$ cat config.mk
export PLATFORM = sky130hd
export DESIGN_NAME = gamepad_frame_receiver
export DESIGN_NICKNAME = d
export VERILOG_FILES = /design/src/rtl/core/gfr_pkg.sv /design/src/rtl/core/gfr_front.sv /design/src/rtl/core/gfr_queue.sv /design/src/rtl/core/gfr_back.sv /design/src/rtl/core/gamepad_frame_receiver.sv
export SDC_FILE = /design/constraint.sdc
export NUM_CORES = 1
export LEC_CHECK = 0
export BUFFER_PORTS_ARGS = -buffer_cell sky130_fd_sc_hd__clkbuf_2
export CAP_MARGIN = 20
export CORE_ASPECT_RATIO = 1.1
export CORE_MARGIN = 1.5
export CORE_UTILIZATION = 40
export CTS_BUF_LIST = sky130_fd_sc_hd__clkbuf_8
export DETAILED_ROUTE_END_ITERATION = 8
export PLACE_DENSITY = 0.71
export SLEW_MARGIN = 20
export SYNTH_ARGS = -nofsm -noshare
export SYNTH_HDL_FRONTEND = slang
export SYNTH_SLANG_ARGS = --single-unit
export TNS_END_PERCENT = 20
$ cat constraint.sdc
create_clock -name clk -period 13.9 [get_ports clk]
set_input_delay 1.39 -clock clk [delete_from_list [all_inputs] [get_ports clk]]
set_output_delay 1.39 -clock clk [all_outputs]
set_load 0.1 [all_outputs]
$ cat src/rtl/core/gfr_pkg.sv
// Shared types and constants for the gamepad frame receiver.
// No dependencies; every other file in rtl/core imports this package.
package gfr_pkg;

  localparam int PAYLOAD_LEN = 13;

  localparam logic [7:0] FRAME_HEAD   = 8'hAA;
  localparam logic [7:0] FRAME_TAIL   = 8'h55;
  localparam logic [7:0] PRESENT_MASK = 8'h01;

  localparam logic [4:0] POS_FIRST = 5'd1;
  localparam logic [4:0] POS_LAST  = 5'd13;
  localparam logic [4:0] POS_CHECK = 5'd14;
  localparam logic [4:0] POS_TAIL  = 5'd15;
  localparam logic [4:0] POS_IDLE  = 5'd16;

  localparam logic [15:0] IDLE_MAX = 16'hFFFF;

  localparam logic [14:0] DEADZONE_RESET = 15'd0;
  localparam logic [15:0] TIMEOUT_RESET  = 16'd100;

  // Configuration register indexes
  localparam logic [1:0] CFG_DEADZONE = 2'd0;
  localparam logic [1:0] CFG_TIMEOUT  = 2'd1;

  typedef struct packed {
    logic       mode;
    logic [7:0] data_byte;
    logic       slice_start;
  } in_item_t;

  typedef struct packed {
    logic signed [15:0] left_x;
    logic signed [15:0] left_y;
    logic signed [15:0] right_x;
    logic signed [15:0] right_y;
    logic [15:0]        button_bits;
    logic [7:0]         left_trigger;
    logic [7:0]         right_trigger;
    logic               link_alive;
    logic               pad_connected;
    logic               frame_accepted;
  } out_item_t;

  typedef enum logic [1:0] {
    OP_TICK,
    OP_START,
    OP_BYTE
  } op_t;

  typedef struct packed {
    op_t        op;
    logic [7:0] data;
  } cmd_t;

  // Magnitudes strictly below the deadzone read as zero.
  function automatic logic [15:0] apply_deadzone(input logic [15:0] raw,
                                                 input logic [14:0] dz);
    logic signed [16:0] v;
    logic signed [16:0] d;
    begin
      v = {raw[15], raw};
      d = {2'b00, dz};
      if ((v > -d) && (v < d)) begin
        apply_deadzone = 16'd0;
      end else begin
        apply_deadzone = raw;
      end
    end
  endfunction

endpackage

$ cat src/rtl/core/gfr_front.sv
// Input side: takes items off the input channel and classifies them into
// tick / frame start / frame byte commands for the queue. Uses gfr_pkg.
module gfr_front (
  input  logic              clk,
  input  logic              rst,
  input  logic              in_valid,
  output logic              in_stall,
  input  gfr_pkg::in_item_t in_item,
  input  logic              q_full,
  output logic              q_push,
  output gfr_pkg::cmd_t     q_cmd
);
  import gfr_pkg::*;

  logic seen_any;

  assign in_stall = q_full;
  assign q_push   = in_valid && !q_full;

  always_comb begin
    q_cmd.data = in_item.data_byte;
    if (in_item.mode) begin
      q_cmd.op = OP_TICK;
    end else if (in_item.slice_start) begin
      q_cmd.op = OP_START;
    end else begin
      q_cmd.op = OP_BYTE;
    end
  end

  // tracks whether any item has been taken since reset
  always_ff @(posedge clk) begin
    if (rst) begin
      seen_any <= 1'b0;
    end else if (q_push) begin
      seen_any <= 1'b1;
    end
  end

`ifndef SYNTHESIS
  a_push_no_full: assert property (@(posedge clk) disable iff (rst)
    q_push |-> !q_full) else $error("push into full queue");
  a_stall_full: assert property (@(posedge clk) disable iff (rst)
    in_stall |-> q_full) else $error("stall without full queue");
  a_seen: assert property (@(posedge clk) disable iff (rst)
    q_push |=> seen_any) else $error("item taken but not recorded");
`endif

endmodule

$ cat src/rtl/core/gfr_queue.sv
// Two-entry command queue between the front and the back.
// Uses gfr_pkg for the command type.
module gfr_queue (
  input  logic          clk,
  input  logic          rst,
  input  logic          push,
  input  gfr_pkg::cmd_t push_cmd,
  input  logic          pop,
  output gfr_pkg::cmd_t head_cmd,
  output logic          not_empty,
  output logic          full
);
  import gfr_pkg::*;

  cmd_t       slots [2];
  logic       wr_ptr;
  logic       rd_ptr;
  logic [1:0] count;

  assign head_cmd  = slots[rd_ptr];
  assign not_empty = (count != 2'd0);
  assign full      = (count == 2'd2);

  always_ff @(posedge clk) begin
    if (push) begin
      slots[wr_ptr] <= push_cmd;
    end
  end

  always_ff @(posedge clk) begin
    if (rst) begin
      wr_ptr <= 1'b0;
      rd_ptr <= 1'b0;
      count  <= 2'd0;
    end else begin
      if (push) begin
        wr_ptr <= ~wr_ptr;
      end
      if (pop) begin
        rd_ptr <= ~rd_ptr;
      end
      if (push && !pop) begin
        count <= count + 2'd1;
      end else if (pop && !push) begin
        count <= count - 2'd1;
      end
    end
  end

`ifndef SYNTHESIS
  a_count_range: assert property (@(posedge clk) disable iff (rst)
    count != 2'd3) else $error("queue count overflow");
  a_pop_nonempty: assert property (@(posedge clk) disable iff (rst)
    pop |-> not_empty) else $error("pop from empty queue");
  a_ptr_count: assert property (@(posedge clk) disable iff (rst)
    (wr_ptr == rd_ptr) |-> (count == 2'd0 || count == 2'd2))
    else $error("pointers disagree with count");
`endif

endmodule

$ cat src/rtl/core/gfr_back.sv
// Back end: frame parser, committed pad state, idle timer, config registers
// and the output register. Uses gfr_pkg.
module gfr_back (
  input  logic               clk,
  input  logic               rst,
  input  logic               q_not_empty,
  input  gfr_pkg::cmd_t      q_cmd,
  output logic               q_pop,
  input  logic               cfg_valid,
  output logic               cfg_ready,
  input  logic [1:0]         cfg_index,
  input  logic [15:0]        cfg_data,
  output logic               out_valid,
  input  logic               out_stall,
  output gfr_pkg::out_item_t out_item
);
  import gfr_pkg::*;

  logic [14:0] deadzone;
  logic [15:0] timeout_ticks;

  logic [7:0]  frame_bytes [PAYLOAD_LEN];
  logic [4:0]  byte_pos, byte_pos_next;
  logic [7:0]  run_xor, run_xor_next;
  logic        ok, ok_next;
  logic [15:0] axis [4];
  logic [15:0] axis_next [4];
  logic [15:0] buttons, buttons_next;
  logic [7:0]  trig_l, trig_l_next;
  logic [7:0]  trig_r, trig_r_next;
  logic        present, present_next;
  logic        alive, alive_next;
  logic [15:0] idle_count, idle_count_next;
  logic        shift_en;
  logic        commit;
  logic        connected;
  out_item_t   result;

  assign cfg_ready = 1'b1;
  assign q_pop = q_not_empty && (!out_valid || !out_stall);

  always_ff @(posedge clk) begin
    if (rst) begin
      deadzone      <= DEADZONE_RESET;
      timeout_ticks <= TIMEOUT_RESET;
    end else if (cfg_valid) begin
      case (cfg_index)
        CFG_DEADZONE: deadzone      <= cfg_data[14:0];
        CFG_TIMEOUT:  timeout_ticks <= cfg_data;
        default: ;
      endcase
    end
  end

  always_comb begin
    byte_pos_next   = byte_pos;
    run_xor_next    = run_xor;
    ok_next         = ok;
    buttons_next    = buttons;
    trig_l_next     = trig_l;
    trig_r_next     = trig_r;
    present_next    = present;
    alive_next      = alive;
    idle_count_next = idle_count;
    shift_en        = 1'b0;
    commit          = 1'b0;
    for (int k = 0; k < 4; k++) begin
      axis_next[k] = axis[k];
    end

    if (q_pop) begin
      case (q_cmd.op)
        OP_TICK: begin
          if (idle_count != IDLE_MAX) begin
            idle_count_next = idle_count + 16'd1;
          end
        end
        OP_START: begin
          ok_next       = (q_cmd.data == FRAME_HEAD);
          run_xor_next  = 8'd0;
          byte_pos_next = POS_FIRST;
        end
        OP_BYTE: begin
          if (byte_pos inside {[POS_FIRST:POS_LAST]}) begin
            shift_en      = 1'b1;
            run_xor_next  = run_xor ^ q_cmd.data;
            byte_pos_next = byte_pos + 5'd1;
          end else if (byte_pos == POS_CHECK) begin
            ok_next       = ok && (q_cmd.data == run_xor);
            byte_pos_next = POS_TAIL;
          end else if (byte_pos == POS_TAIL) begin
            byte_pos_next = POS_IDLE;
            commit        = ok && (q_cmd.data == FRAME_TAIL);
          end else begin
            byte_pos_next = POS_IDLE;
          end
        end
        default: ;
      endcase

      if (commit) begin
        for (int k = 0; k < 4; k++) begin
          axis_next[k] = {frame_bytes[2*k], frame_bytes[2*k+1]};
        end
        buttons_next    = {frame_bytes[8], frame_bytes[9]};
        trig_l_next     = frame_bytes[10];
        trig_r_next     = frame_bytes[11];
        present_next    = |(frame_bytes[12] & PRESENT_MASK);
        alive_next      = 1'b1;
        idle_count_next = 16'd0;
      end

      if (alive_next && (idle_count_next > timeout_ticks)) begin
        alive_next   = 1'b0;
        present_next = 1'b0;
      end
    end

    connected = alive_next && present_next;
    result.left_x  = connected ? apply_deadzone(axis_next[0], deadzone) : 16'd0;
    result.left_y  = connected ? apply_deadzone(axis_next[1], deadzone) : 16'd0;
    result.right_x = connected ? apply_deadzone(axis_next[2], deadzone) : 16'd0;
    result.right_y = connected ? apply_deadzone(axis_next[3], deadzone) : 16'd0;
    result.button_bits    = connected ? buttons_next : 16'd0;
    result.left_trigger   = connected ? trig_l_next : 8'd0;
    result.right_trigger  = connected ? trig_r_next : 8'd0;
    result.link_alive     = alive_next;
    result.pad_connected  = connected;
    result.frame_accepted = commit;
  end

  // payload shift line: after 13 bytes, entry 0 holds frame byte 1
  always_ff @(posedge clk) begin
    if (shift_en) begin
      for (int k = 0; k < PAYLOAD_LEN - 1; k++) begin
        frame_bytes[k] <= frame_bytes[k+1];
      end
      frame_bytes[PAYLOAD_LEN-1] <= q_cmd.data;
    end
  end

  always_ff @(posedge clk) begin
    if (rst) begin
      byte_pos   <= POS_IDLE;
      run_xor    <= 8'd0;
      ok         <= 1'b0;
      buttons    <= 16'd0;
      trig_l     <= 8'd0;
      trig_r     <= 8'd0;
      present    <= 1'b0;
      alive      <= 1'b0;
      idle_count <= 16'd0;
      for (int k = 0; k < 4; k++) begin
        axis[k] <= 16'd0;
      end
    end else begin
      byte_pos   <= byte_pos_next;
      run_xor    <= run_xor_next;
      ok         <= ok_next;
      buttons    <= buttons_next;
      trig_l     <= trig_l_next;
      trig_r     <= trig_r_next;
      present    <= present_next;
      alive      <= alive_next;
      idle_count <= idle_count_next;
      for (int k = 0; k < 4; k++) begin
        axis[k] <= axis_next[k];
      end
    end
  end

  always_ff @(posedge clk) begin
    if (rst) begin
      out_valid <= 1'b0;
    end else if (q_pop) begin
      out_valid <= 1'b1;
    end else if (!out_stall) begin
      out_valid <= 1'b0;
    end
  end

  always_ff @(posedge clk) begin
    if (q_pop) begin
      out_item <= result;
    end
  end

`ifndef SYNTHESIS
  a_conn_alive: assert property (@(posedge clk) disable iff (rst)
    (out_valid && out_item.pad_connected) |-> out_item.link_alive)
    else $error("pad connected without link");
  a_accept_alive: assert property (@(posedge clk) disable iff (rst)
    (out_valid && out_item.frame_accepted) |-> out_item.link_alive)
    else $error("accepted frame did not raise link");
  a_pos_range: assert property (@(posedge clk) disable iff (rst)
    (byte_pos != 5'd0) && (byte_pos <= POS_IDLE))
    else $error("byte position out of range");
  a_commit_idle: assert property (@(posedge clk) disable iff (rst)
    commit |=> (idle_count == 16'd0) && alive)
    else $error("commit did not reset idle timer");
`endif

endmodule

$ cat src/rtl/core/gamepad_frame_receiver.sv
// Gamepad frame receiver: one item per cycle sustained through the command
// queue and the back end while out_stall is low; each item taken is written
// to a queue slot, then popped by the back end into the output register.
// Reset (synchronous, active high) clears the parser, pad state, idle timer
// and queue; deadzone returns to 0 and the timeout to 100 ticks.
// Depends on gfr_pkg, gfr_front, gfr_queue, gfr_back.
module gamepad_frame_receiver (
  input  logic               clk,
  input  logic               rst,
  input  logic               in_valid,
  output logic               in_stall,
  input  gfr_pkg::in_item_t  in_item,
  output logic               out_valid,
  input  logic               out_stall,
  output gfr_pkg::out_item_t out_item,
  input  logic               cfg_valid,
  output logic               cfg_ready,
  input  logic [1:0]         cfg_index,
  input  logic [15:0]        cfg_data
);
  import gfr_pkg::*;

  logic q_push;
  logic q_pop;
  logic q_full;
  logic q_not_empty;
  cmd_t push_cmd;
  cmd_t head_cmd;

  gfr_front u_front (
    .clk      (clk),
    .rst      (rst),
    .in_valid (in_valid),
    .in_stall (in_stall),
    .in_item  (in_item),
    .q_full   (q_full),
    .q_push   (q_push),
    .q_cmd    (push_cmd)
  );

  gfr_queue u_queue (
    .clk       (clk),
    .rst       (rst),
    .push      (q_push),
    .push_cmd  (push_cmd),
    .pop       (q_pop),
    .head_cmd  (head_cmd),
    .not_empty (q_not_empty),
    .full      (q_full)
  );

  gfr_back u_back (
    .clk         (clk),
    .rst         (rst),
    .q_not_empty (q_not_empty),
    .q_cmd       (head_cmd),
    .q_pop       (q_pop),
    .cfg_valid   (cfg_valid),
    .cfg_ready   (cfg_ready),
    .cfg_index   (cfg_index),
    .cfg_data    (cfg_data),
    .out_valid   (out_valid),
    .out_stall   (out_stall),
    .out_item    (out_item)
  );

endmodule
==> summary.txt <==
Status
  • Status: complete, no violations

Power
  • Switching part of the total power: approximately 43%
  • Power Internal: approximately 2.1 mW
  • Max VDD drop: 0.143 mV
  • Sw Pwr: between 1.5 and 2 mW
  • Sequential power share: 39.0%
  • Clk pwr share: between 20% and 30%
  • Static leakage: a little over 8 nW
  • Logic pwr share: 33.3%
  • Power per cell area: approximately 180 nW/um^2

Routing
  • DRT iter0 DRCs: just under 600
  • Routed wire length: 42300 um
  • Highest Signal Layer: met4
  • Met3 WL post-DR: 2290 um
  • DRC: 0
  • Via count: 12432
  • Met2 routed WL: ~21000 um
  • Initial DRT Pass Iterations: 5
  • Drt wl/cell: roughly 18 um
  • Routed metal-1 wirelength: 17500 um
  • ANT nets after route: 0
  • Vias per cell: around 5.3

STA
  • Setup TNS: 0 ns
  • Fmax: between 0.15 and 0.2 GHz
  • Number of hold violations in the final report: 0
  • Final period util: between 40% and 50%
  • Actual slew at the worst max-slew pin: roughly 1.1 ns
  • Clock Skew: approximately 0.037 ns
  • Min Tclk post-route: 6.50 ns
  • Slew headroom: 29.4%
  • Endpoints failing setup: 0
  • Pins Over Slew Limit: 0
  • RSZ-0062 raised after global routing: no

Finish
  • Util after Layout: between 40 and 50%
  • Fraction of layout cells with a size suffix above 1: 14.3%
  • Sequential Area: ~10000 sq um
  • Multi-input combinational cell area: slightly above 7000 sq um
  • Number of antenna repair diodes: 0
  • Nets: 1916
  • Fillers: 4062
  • Area Growth Syn to Fin: 14.1%

Global routing
  • First-pass GRT wire length: between 60000 and 70000 um
  • Gr usage total: 18.5%
  • Largest net degree at the start of global routing: 90
  • Initial antenna violation count: 0
  • Total gr overflow: 0
  • Vias in the first global route: approximately 12000

CTS
  • CTS Root Cell: clkbuf_8
  • CTS sink cnt: slightly below 400
  • Cts bufs inserted: 60
  • H-tree depth: 2
  • Worst-Skew Late Latency: 0.67 ns
  • Post-CTS Setup Repair Bufs: 0
  • CTS tree: done
  • CTS Buffer Depth: 3
  • Cts hold-fix bufs: 0
  • Cts repair resizes: 0
  • Reg clk slew, reported paths: about 0.07 ns

Die
  • Starting Density: about two fifths
  • Number of top-level pins: approximately 140
  • Die span in y: about 220 um
  • Core Area: approximately 44000 sq um
  • Row cnt: 80
  • Die width: around 200 um
  • Die area: 45800 sq um

Logic synthesis
  • Area leader, netlist: edfxtp_1
  • Ranking of synthesized cells by area: edfxtp_1 (38%), dfxtp_1 (19%), ha_1 (11%)
  • Top-count cell post-synth: edfxtp_1
  • Number of synthesized flops with an enable pin: approximately 220
  • Syn. warnings: 0
  • Post-synth top cells: edfxtp_1 (223), nor2_1 (212), dfxtp_1 (165), ha_1 (150), inv_1 (122)
  • Seq/Total Area, Yosys: about 56%
  • Netlist cell types: 71
  • Cells after Synth: about 1600
  • Yosys reg bits: roughly 390
  • Post-synth top area share: approximately 38%
  • Syn_area_per_cell: roughly 11 sq um
  • Synth Flop Type: edfxtp_1
  • Asr flop ratio synth: 0%
  • Post-Syn Area: between 15000 and 20000 sq um
  • Net count after synthesis: approximately 1800

Hold path
  • Hold WC Path Type: flop to flop

Critical path
  • Critical path required time: 14.23 ns
  • WS Path Type: flop to flop
  • Startpoint type of the worst setup path: flop
  • Worst Path Max Fanout: 81
  • CP Data Arrival Time: roughly 6.8 ns
  • R2R setup slack: between 7 and 8 ns
  • CP Capture Type: flop

Job
  • Max-cap violations: 0

Place
  • Detailed Place HPWL: slightly below 30000 um
  • Global placer's final weighted congestion: approximately 0.9
  • I/O Buffers: between 100 and 150
[stage by stage]
step	std cells	setup slack (ns)	power, mW	cell area (sq um)	hold slack [ns]
after floorplan	1587	0.588	2.51	17800	0.400
after global placement	2245	7.49	2.72	19000	0.405
after detailed placement	2245	7.38	2.73	19000	0.405
after CTS	2359	7.40	3.77	20300	0.419
after global routing	2359	6.86	3.87	20300	0.427
final	2359	7.40	3.73	20300	0.416
[path summary, 6_finish.rpt]
check	from	end	cells past startpoint
setup reg to reg	flop	u_back.out_item[82]	17
hold / removal	u_back.frame_bytes[3][1]	u_back.frame_bytes[2][25]	0
setup / recovery	flop	u_back.out_item[82]	17
hold reg to reg	u_back.frame_bytes[3][1]	u_back.frame_bytes[2][25]	0
[cell type report]
| type | count | area share, % |
|---|---|---|
| flip-flops and latches | 388 | 49.2 |
| multi-input cells | 1019 | 34.8 |
| clock buffers | 68 | 4.61 |
| repair buffers | 141 | 3.58 |
| well taps | 574 | 3.53 |
| inverters | 123 | 2.28 |
| clock inverters | 46 | 1.96 |
[logic make-up (layout without fill, tap and decap cells)]
family	count (synthesis)	in the layout	synth area share, %
compound gates	228	228	8.45
xor+xnor	35	35	1.72
fa+ha+maj	150	150	10.5
buf+inv	180	378	4.22
flops	388	388	56.2
mux	106	106	6.01
other cells	1	1	0.0211
simple gates	499	499	12.9
[state kept, by name, summed over array words and instances, names as in the netlist, 5 cells and up, named ones only]
signal / count
u_back.buttons: 16
u_back.out_item: 99
u_back.axis: 64
u_back.trig_r: 8
u_back.deadzone: 15
u_back.byte_pos: 5
u_back.trig_l: 8
u_back.idle_count: 16
u_queue.slots: 20
u_back.run_xor: 8
u_back.timeout_ticks: 16
u_back.frame_bytes: 104
[power by group through the flow]
stage	Clock (mW)	Combinational, mW	Sequential, mW
after detailed placement	0	1.25	1.48
after global placement	0	1.24	1.48
after CTS	1.06	1.25	1.46
final	1.03	1.24	1.45
after floorplan	0	0.309	2.20
after global routing	1.11	1.30	1.47
[layer usage]
metal  track usage [%]  vias to the layer above
met1              22.1                     6035
met3              3.94                      104
met4              7.66                        0
met5                 0                        -
met2              32.2                      314
li1                  -                     5979
[worst max-delay path: stages (launching register included)]
cell and delay (ns):
dfxtp_1 0.72, mux2i_1 0.36, inv_1 0.08, ha_1 0.22, inv_1 0.33, or2_1 0.27, a2111oi_4 0.09, nand2_1 0.18
clkinv_1 0.65, a21oi_1 0.50, ha_1 0.24, nand4_1 0.15, a2111o_1 0.41, a31oi_1 0.51, a211oi_1 0.28, nor2_4 0.16
buf_4 0.65, nor3_1 0.18
[placed cells by master (no fill, tap or decap), types with 10 or more instances in the layout]
master    count
nor2b_1      15
nand4_1      23
o21a_1       12
o21ai_0      32
nand3_1      21
o211ai_1     15
a21o_1       11
or3_1        10
a21oi_1      82
clkinv_2     14
dfxtp_1     165
nand2_1     101
nor2_1      212
o31ai_1      14
inv_1       133
nand2b_1     10
mux2i_1     104
nor3_1       60
xnor2_1      26
clkbuf_8     68
ha_1        150
edfxtp_1    223
clkbuf_2    132
No activity file was read; power rests on OpenSTA's default activity.
